## src/rtl/rqs_pkg.sv

```systemverilog
// shared types and codes for the request queue and its cells
package rqs_pkg;

    localparam int TAG_W  = 16;
    localparam int SIZE_W = 31;
    localparam int OCC_W  = 5;

    localparam logic MODE_ENQ = 1'b0;
    localparam logic MODE_DEQ = 1'b1;

    localparam logic POLICY_FCFS = 1'b0;
    localparam logic POLICY_SJF  = 1'b1;

    typedef enum logic [1:0] {
        STATUS_OK    = 2'd0,
        STATUS_FULL  = 2'd1,
        STATUS_EMPTY = 2'd2
    } status_t;

    typedef enum logic [1:0] {
        ST_IDLE,
        ST_SCAN,
        ST_GRANT
    } state_t;

    typedef struct packed {
        logic [SIZE_W-1:0] size;
        logic [TAG_W-1:0]  tag;
    } entry_t;

    typedef struct packed {
        logic enq_en;
        logic shift_en;
        logic scan_en;
    } cell_ctl_t;

    typedef struct packed {
        logic [OCC_W-1:0]  occupancy;
        status_t           status;
        logic              grant_valid;
        logic [SIZE_W-1:0] size;
        logic [TAG_W-1:0]  tag;
    } result_t;

endpackage

```

## src/rtl/rqs_cell.sv

```systemverilog
// one queue slot: holds an entry, shifts toward the head, carries the suffix minimum
module rqs_cell #(
    parameter int QUEUE_DEPTH = 16,
    parameter int CELL_IDX    = 0,
    localparam int IDX_W = $clog2(QUEUE_DEPTH),
    localparam int CNT_W = $clog2(QUEUE_DEPTH + 1)
) (
    input  logic                 clk,
    input  rqs_pkg::cell_ctl_t   ctl,
    input  logic [CNT_W-1:0]     count,
    input  logic [IDX_W-1:0]     grant_idx,
    input  rqs_pkg::entry_t      in_entry,
    input  rqs_pkg::entry_t      right_entry,
    input  rqs_pkg::entry_t      right_scan,
    input  logic [IDX_W-1:0]     right_scan_idx,
    output rqs_pkg::entry_t      entry,
    output rqs_pkg::entry_t      scan,
    output logic [IDX_W-1:0]     scan_idx
);
    import rqs_pkg::*;

    localparam logic [CNT_W-1:0] MY_POS   = CNT_W'(CELL_IDX);
    localparam logic [CNT_W-1:0] NEXT_POS = CNT_W'(CELL_IDX + 1);
    localparam logic [IDX_W-1:0] MY_IDX   = IDX_W'(CELL_IDX);

    entry_t            entry_reg, entry_next;
    entry_t            scan_reg, scan_next;
    logic [IDX_W-1:0]  scan_idx_reg, scan_idx_next;
    logic              has_right;
    logic              take_right;

    assign has_right  = NEXT_POS < count;
    // strict compare keeps the entry nearest the head on a tie
    assign take_right = has_right && (right_scan.size < entry_reg.size);

    always_comb
    begin
        entry_next    = entry_reg;
        scan_next     = scan_reg;
        scan_idx_next = scan_idx_reg;
        if (ctl.enq_en && (count == MY_POS))
        begin
            entry_next = in_entry;
        end
        else if (ctl.shift_en && (MY_IDX >= grant_idx) && has_right)
        begin
            entry_next = right_entry;
        end
        if (ctl.scan_en)
        begin
            if (take_right)
            begin
                scan_next     = right_scan;
                scan_idx_next = right_scan_idx;
            end
            else
            begin
                scan_next     = entry_reg;
                scan_idx_next = MY_IDX;
            end
        end
    end

    always_ff @(posedge clk)
    begin
        entry_reg    <= entry_next;
        scan_reg     <= scan_next;
        scan_idx_reg <= scan_idx_next;
    end

    assign entry    = entry_reg;
    assign scan     = scan_reg;
    assign scan_idx = scan_idx_reg;

endmodule

```

## src/rtl/request_queue_fcfs_sjf.sv

```systemverilog
// top level of the pending-request queue with first-come or shortest-first grant
// Requests sit in a row of cells in arrival order, the head in cell 0. An enqueue,
// a first-come dequeue, a drop on a full queue and a dequeue on an empty queue are
// each handled in the idle state, so such items stream at one per cycle while the result
// side drains. A shortest-first dequeue walks the running minimum from the tail cell
// toward cell 0 one cell per cycle in the scan state, then the grant state grants and
// closes the gap. One result beat is returned per input beat, and a spare result slot
// lets the next input beat in while a result waits.
module request_queue_fcfs_sjf #(
    parameter int QUEUE_DEPTH = 16
) (
    input  logic        clk,
    input  logic        rst_n,
    input  logic        s_tvalid,
    output logic        s_tready,
    input  logic [47:0] s_tdata,   // request_tag[15:0], job_size[46:16], zero pad
    input  logic        s_tuser,   // mode
    output logic        m_tvalid,
    input  logic        m_tready,
    output logic [55:0] m_tdata,   // granted_tag[15:0], granted_size[46:16], occupancy[51:47]
    output logic [2:0]  m_tuser,   // grant_valid[0], status[2:1]
    input  logic        cfg_valid,
    output logic        cfg_ready,
    input  logic [0:0]  cfg_data   // policy_select
);
    import rqs_pkg::*;

    localparam int IDX_W = $clog2(QUEUE_DEPTH);
    localparam int CNT_W = $clog2(QUEUE_DEPTH + 1);
    localparam logic [CNT_W-1:0] FULL_CNT = CNT_W'(QUEUE_DEPTH);

    state_t            state_reg, state_next;
    logic [CNT_W-1:0]  count_reg, count_next;
    logic [CNT_W-1:0]  scan_cnt_reg, scan_cnt_next;
    logic              policy_reg;
    logic              out_valid_reg;
    result_t           out_reg;
    logic              skid_valid_reg;
    result_t           skid_reg;

    logic              accept;
    logic              is_deq;
    logic              is_full;
    logic              is_empty;
    logic              out_free;
    logic              out_pop;
    logic              load_out;
    result_t           result;
    cell_ctl_t         ctl;
    logic [IDX_W-1:0]  grant_idx;
    entry_t            in_entry;

    entry_t            cell_entry [QUEUE_DEPTH];
    entry_t            cell_scan  [QUEUE_DEPTH];
    logic [IDX_W-1:0]  cell_idx   [QUEUE_DEPTH];

    assign in_entry.tag  = s_tdata[15:0];
    assign in_entry.size = s_tdata[46:16];

    // room for one more result as long as the spare slot is empty
    assign out_free = !skid_valid_reg;
    assign out_pop  = out_valid_reg && m_tready;
    assign s_tready = (state_reg == ST_IDLE) && out_free;
    assign accept   = s_tvalid && s_tready;
    assign is_deq   = (s_tuser == MODE_DEQ);
    assign is_full  = (count_reg == FULL_CNT);
    assign is_empty = (count_reg == '0);

    // next state
    always_comb
    begin
        state_next = state_reg;
        case (state_reg)
            ST_IDLE:
            begin
                if (accept && is_deq && !is_empty && (policy_reg == POLICY_SJF))
                begin
                    state_next = ST_SCAN;
                end
            end
            ST_SCAN:
            begin
                if (scan_cnt_reg == CNT_W'(1))
                begin
                    state_next = ST_GRANT;
                end
            end
            ST_GRANT:
            begin
                if (out_free)
                begin
                    state_next = ST_IDLE;
                end
            end
            default:
            begin
                state_next = ST_IDLE;
            end
        endcase
    end

    // cell control, count and result
    always_comb
    begin
        ctl            = '0;
        grant_idx      = '0;
        count_next     = count_reg;
        scan_cnt_next  = scan_cnt_reg;
        load_out       = 1'b0;
        result         = '0;
        result.status  = STATUS_OK;
        case (state_reg)
            ST_IDLE:
            begin
                if (accept)
                begin
                    if (!is_deq)
                    begin
                        load_out = 1'b1;
                        if (is_full)
                        begin
                            result.status = STATUS_FULL;
                        end
                        else
                        begin
                            ctl.enq_en = 1'b1;
                            count_next = count_reg + CNT_W'(1);
                        end
                    end
                    else if (is_empty)
                    begin
                        load_out      = 1'b1;
                        result.status = STATUS_EMPTY;
                    end
                    else if (policy_reg == POLICY_FCFS)
                    begin
                        load_out           = 1'b1;
                        ctl.shift_en       = 1'b1;
                        count_next         = count_reg - CNT_W'(1);
                        result.grant_valid = 1'b1;
                        result.tag         = cell_entry[0].tag;
                        result.size        = cell_entry[0].size;
                    end
                    else
                    begin
                        scan_cnt_next = count_reg;
                    end
                end
            end
            ST_SCAN:
            begin
                ctl.scan_en   = 1'b1;
                scan_cnt_next = scan_cnt_reg - CNT_W'(1);
            end
            ST_GRANT:
            begin
                grant_idx = cell_idx[0];
                if (out_free)
                begin
                    load_out           = 1'b1;
                    ctl.shift_en       = 1'b1;
                    count_next         = count_reg - CNT_W'(1);
                    result.grant_valid = 1'b1;
                    result.tag         = cell_scan[0].tag;
                    result.size        = cell_scan[0].size;
                end
            end
            default:
            begin
                ctl = '0;
            end
        endcase
        result.occupancy = OCC_W'(count_next);
    end

    always_ff @(posedge clk or negedge rst_n)
    begin
        if (!rst_n)
        begin
            state_reg      <= ST_IDLE;
            count_reg      <= '0;
            scan_cnt_reg   <= '0;
            policy_reg     <= POLICY_FCFS;
            out_valid_reg  <= 1'b0;
            skid_valid_reg <= 1'b0;
        end
        else
        begin
            state_reg    <= state_next;
            count_reg    <= count_next;
            scan_cnt_reg <= scan_cnt_next;
            if (cfg_valid && cfg_ready)
            begin
                policy_reg <= cfg_data[0];
            end
            if (out_pop)
            begin
                out_valid_reg  <= skid_valid_reg || load_out;
                skid_valid_reg <= 1'b0;
            end
            else if (load_out)
            begin
                out_valid_reg  <= 1'b1;
                skid_valid_reg <= out_valid_reg;
            end
        end
    end

    // two-slot result buffer: head drives the port, spare takes a beat while head waits
    always_ff @(posedge clk)
    begin
        if (out_pop)
        begin
            if (skid_valid_reg)
            begin
                out_reg <= skid_reg;
            end
            else if (load_out)
            begin
                out_reg <= result;
            end
        end
        else if (load_out)
        begin
            if (out_valid_reg)
            begin
                skid_reg <= result;
            end
            else
            begin
                out_reg <= result;
            end
        end
    end

    assign cfg_ready = 1'b1;
    assign m_tvalid  = out_valid_reg;
    assign m_tdata   = {4'b0, out_reg.occupancy, out_reg.size, out_reg.tag};
    assign m_tuser   = {out_reg.status, out_reg.grant_valid};

    genvar gi;
    generate
        for (gi = 0; gi < QUEUE_DEPTH; gi++)
        begin : g_cell
            entry_t           right_entry;
            entry_t           right_scan;
            logic [IDX_W-1:0] right_idx;
            if (gi == QUEUE_DEPTH - 1)
            begin : g_tail
                assign right_entry = '0;
                assign right_scan  = '0;
                assign right_idx   = '0;
            end
            else
            begin : g_link
                assign right_entry = cell_entry[gi + 1];
                assign right_scan  = cell_scan[gi + 1];
                assign right_idx   = cell_idx[gi + 1];
            end
            rqs_cell #(
                .QUEUE_DEPTH (QUEUE_DEPTH),
                .CELL_IDX    (gi)
            ) u_cell (
                .clk            (clk),
                .ctl            (ctl),
                .count          (count_reg),
                .grant_idx      (grant_idx),
                .in_entry       (in_entry),
                .right_entry    (right_entry),
                .right_scan     (right_scan),
                .right_scan_idx (right_idx),
                .entry          (cell_entry[gi]),
                .scan           (cell_scan[gi]),
                .scan_idx       (cell_idx[gi])
            );
        end
    endgenerate

    // occupancy never passes the number of cells
    assert property (@(posedge clk) disable iff (!rst_n)
        count_reg <= FULL_CNT)
        else $error("occupancy beyond queue depth");

    // the minimum walk leaves the entry count alone
    assert property (@(posedge clk) disable iff (!rst_n)
        (state_reg == ST_SCAN) |=> (count_reg == $past(count_reg)))
        else $error("count changed during scan");

    // the shortest-first pick is a held entry
    assert property (@(posedge clk) disable iff (!rst_n)
        (state_reg == ST_GRANT) |-> (CNT_W'(cell_idx[0]) < count_reg))
        else $error("granted index outside held entries");

    // a granted beat always carries ok status
    assert property (@(posedge clk) disable iff (!rst_n)
        (m_tvalid && m_tuser[0]) |-> (m_tuser[2:1] == STATUS_OK))
        else $error("grant with error status");

endmodule

```

## config.mk

```make
export PLATFORM = sky130hd
export DESIGN_NAME = request_queue_fcfs_sjf
export DESIGN_NICKNAME = d
export VERILOG_FILES = /design/src/rtl/rqs_pkg.sv /design/src/rtl/rqs_cell.sv /design/src/rtl/request_queue_fcfs_sjf.sv
export SDC_FILE = /design/constraint.sdc
export NUM_CORES = 2
export LEC_CHECK = 0
export BUFFER_PORTS_ARGS = -buffer_cell sky130_fd_sc_hd__buf_2
export CAP_MARGIN = 20
export CORE_ASPECT_RATIO = 0.7
export CORE_UTILIZATION = 64
export DETAILED_ROUTE_END_ITERATION = 8
export GPL_TIMING_DRIVEN = 0
export PLACE_DENSITY = 0.81
export SYNTH_ARGS = -nofsm -noshare
export SYNTH_HDL_FRONTEND = slang
export SYNTH_SLANG_ARGS = --single-unit
```

## constraint.sdc

```tcl
create_clock -name clk -period 19.7 [get_ports clk]
set_clock_uncertainty 0.1 [all_clocks]
set_input_delay 1.97 -clock clk [delete_from_list [all_inputs] [get_ports clk]]
set_output_delay 1.97 -clock clk [all_outputs]
set_load 0.02 [all_outputs]
```

==> flow_summary.yaml <==
logic_synthesis:
  synth_edf_count: 1671
  synth_ff_type: "edfxtp_1"
  synth_compound_area_share_pct: 5.54
  seq_area_frac_synth_pct: 62.1
  synth_top_family_by_area: "multiplexers"
  synthAdderAreaFrac_pct: 7.02
  synth_cell_types: 70
  ys_warn_count: 0
  synthXorXnorAreaFrac_pct: 0.0215
  synth_area_mm2: 0.0814
  postSynthCellCount: 5735
  syn_avg_cell_area_um2: 14.2
  synth-simple-area-share_pct: 5.03
  synth_mux_area_share_pct: 16.5
  ys_ff_latch: 1686
  ys_async_sr_fraction_pct: 0.890
clock_tree:
  htree_num_levels: 4
  post_cts_resized: 0
  clock_path_buffers: 3
  postCtsSetupBuffers: 0
  clkSlewWorstSetupHoldPaths_ns: 0.06
  cts_tree: "built"
  ctsRootBufferMaster: "clkbuf_16"
  worstSkewPairLatency_ns: 0.79
  holdBufCountCts: 0
  cts_sinks: 1686
  numCtsBuffers: 156
power_and_ir_drop:
  powerDensity_mw_per_mm2: 132
  switchingPower_mw: 3.60
  vdd.ir_drop.worst_mv: 0.118
  internal-power_mw: 8.20
  p_clk_share_pct: 24.7
  power_frac_comb_pct: 28.3
  p_seq_share_pct: 47.0
  switching_share_pct: 30.5
  p_leak_nw: 33.4
layout:
  drive_above_1_share_pct: 27.0
  area_growth_pct: 10.1
  fill_cells: 8003
  final_util_pct: 71.1
  final_nets: 6550
  final_cells: 7839
timing:
  final-setup-viol-count: 0
  rsz0062_at_grt: "no"
  hold_viol: 0
  holdWs_ns: 0.395
  drv_slew: 0
  max_freq_mhz: 184
  setup_tns_ns: 0
  tightest_slew_ns: 1.16
  period_share_pct: 27.5
  relSlewSlack_pct: 22.7
  fin_crit_ns: 5.42
run:
  drv_cap: 0
detailed_routing:
  wl_um: 188000
  wl_met2_um: 81000
  via_count: 47000
  avgViaCountPerCell: 5.99
  wl_met1_um: 83500
  ant_nets: 0
  wl_per_cell_um: 24.0
  top_layer: "met4"
  drc: 0
  wl_met3_um: 17700
  drt_first_pass_iters: 6
  drtIter0Drc: 5225
worst_setup_path:
  crit_type: "in -> reg"
  cp-start-kind: "input port"
  cp_data_arrival_time_ns: 5.79
  worstPathMaxFanout: 30
  worstReg2RegStart: "state_reg[1]"
  cpMostUsedCell: "buf_2"
  required_ns: 20.06
  startpoint: "s_tvalid"
  crit_slowest_cell: "a2111oi_4"
  slowest_delay_ns: 0.82
  crit_path_cell_trace: "buf_2 -> or4b_1 -> buf_2 -> a2111oi_4 -> nor2_2 -> inv_2 -> nand2_1 -> a221oi_1 -> or2_2 -> buf_12"
  end_kind: "register"
die:
  die_area_mm2: 0.129
  fp-row-count: 109
  ioPinCount: 117
  initial_core_util_pct: 64.5
  die_y_um: 300
  core_mm2: 0.126
  die_w_um: 428
worst_hold_path:
  hp-class: "reg -> reg"
  worstHoldStart: "g_cell[12].u_cell.scan_idx[1]"
grt:
  gr-total-overflow: 0
  antenna_found_initial: 10
  grt_max_degree: 125
  grt_pass1_vias: 46800
  grt_pass1_wl_um: 283000
  grt_util_all_layers_pct: 29.3
placement:
  numPortBuffers: 109
  dp_hpwl_um: 142000
  gp_congestion: 0.963
  placed_cells: 7541
status:
  status: "finished, final reports clean"
-- power groups by stage --
stage,registers (mW),logic [mW],clock network (mW)
floorplan,5.98,2.28,0
global placement,6.34,3.19,0
detailed placement,5.59,3.27,0
CTS,5.53,3.31,2.93
global route,5.61,3.61,3.07
finish,5.54,3.34,2.91
-- final timing paths --
path	end	slack [ns]	cells past startpoint
min in group asynchronous	policy_reg	1.02	1
worst max register to register	g_cell[1].u_cell.entry[23]	15.02	10
worst min-delay path	g_cell[11].u_cell.scan_idx[1]	0.39	1
max in group asynchronous	count_reg[2]	18.16	1
worst min register to register	g_cell[11].u_cell.scan_idx[1]	0.39	1
worst max-delay path	g_cell[1].u_cell.entry[23]	14.28	10
-- cell type report --
cell class	instances	area (um2)	share of cell area, %
Sequential cell	1686	50600	56.4
Multi-Input combinational cell	3256	27900	31.1
Clock buffer	190	4100	4.57
Tap cell	1665	2080	2.32
Inverter	519	1960	2.18
Timing Repair Buffer	142	1170	1.31
Buffer	277	1170	1.31
Clock inverter	89	712	0.794
Antenna cell	15	37.5	0.0419
-- cell usage in the layout, fill, tap and decap left out, drive strengths merged, types with 85 or more instances in the layout --
cell type / n
nor2: 85
ha: 457
and2: 123
mux2: 1188
a21oi: 236
edfxtp: 1671
buf: 240
o21ai: 291
clkbuf: 369
nand2: 377
inv: 526
-- cell families after synthesis --
logic type      Yosys count
compound gates          753
xor+xnor                  2
fa+ha+maj               457
buf+inv                 796
flops                  1686
mux                    1190
other cells               2
simple gates            849
-- Yosys cell counts, drive strengths merged, types with 6 or more instances --
master	instances	area (um2)
a2111oi	14	141
buf	99	503
edfxtp	1671	50200
nand2	377	1420
nand2b	31	194
a22o	49	429
nor2	85	324
a211oi	14	110
a221oi	7	61.3
o21ai	291	1460
a31oi	7	43.8
a21oi	236	1180
inv	518	1940
nor3	26	140
and3	12	75.1
nor2b	19	119
ha	457	5720
nor4	12	75.1
a21o	75	563
or2	9	56.3
nand4	84	526
nand3	55	275
and2	123	769
clkbuf	178	668
o211ai	9	67.6
mux2	1188	13400
dfrtp	15	375
o21bai	6	45.0
-- stage by stage --
step,worst slack (ns),area [um2],total power [mW]
global route,14.28,89600,12.3
detailed placement,13.72,84800,8.86
CTS,14.54,89600,11.8
global placement,-5.98,84100,9.53
floorplan,1.85,81400,8.26
finish,14.28,89700,11.8
-- critical path, delay by kind of cell --
kind	cells	cell delay [ns]
AO/OA/AOI/OAI	2	1.12
buffers and inverters	4	0.99
AND/OR/NAND/NOR	4	1.65
-- routing by layer --
metal  vias up  global-route usage (%)
met1     22800                    43.9
li1      22000                       -
met3       347                    5.58
met5         -                       0
met4         0                    10.0
met2      1836                    43.1
Note: power is estimated with default switching activity, not from simulation.
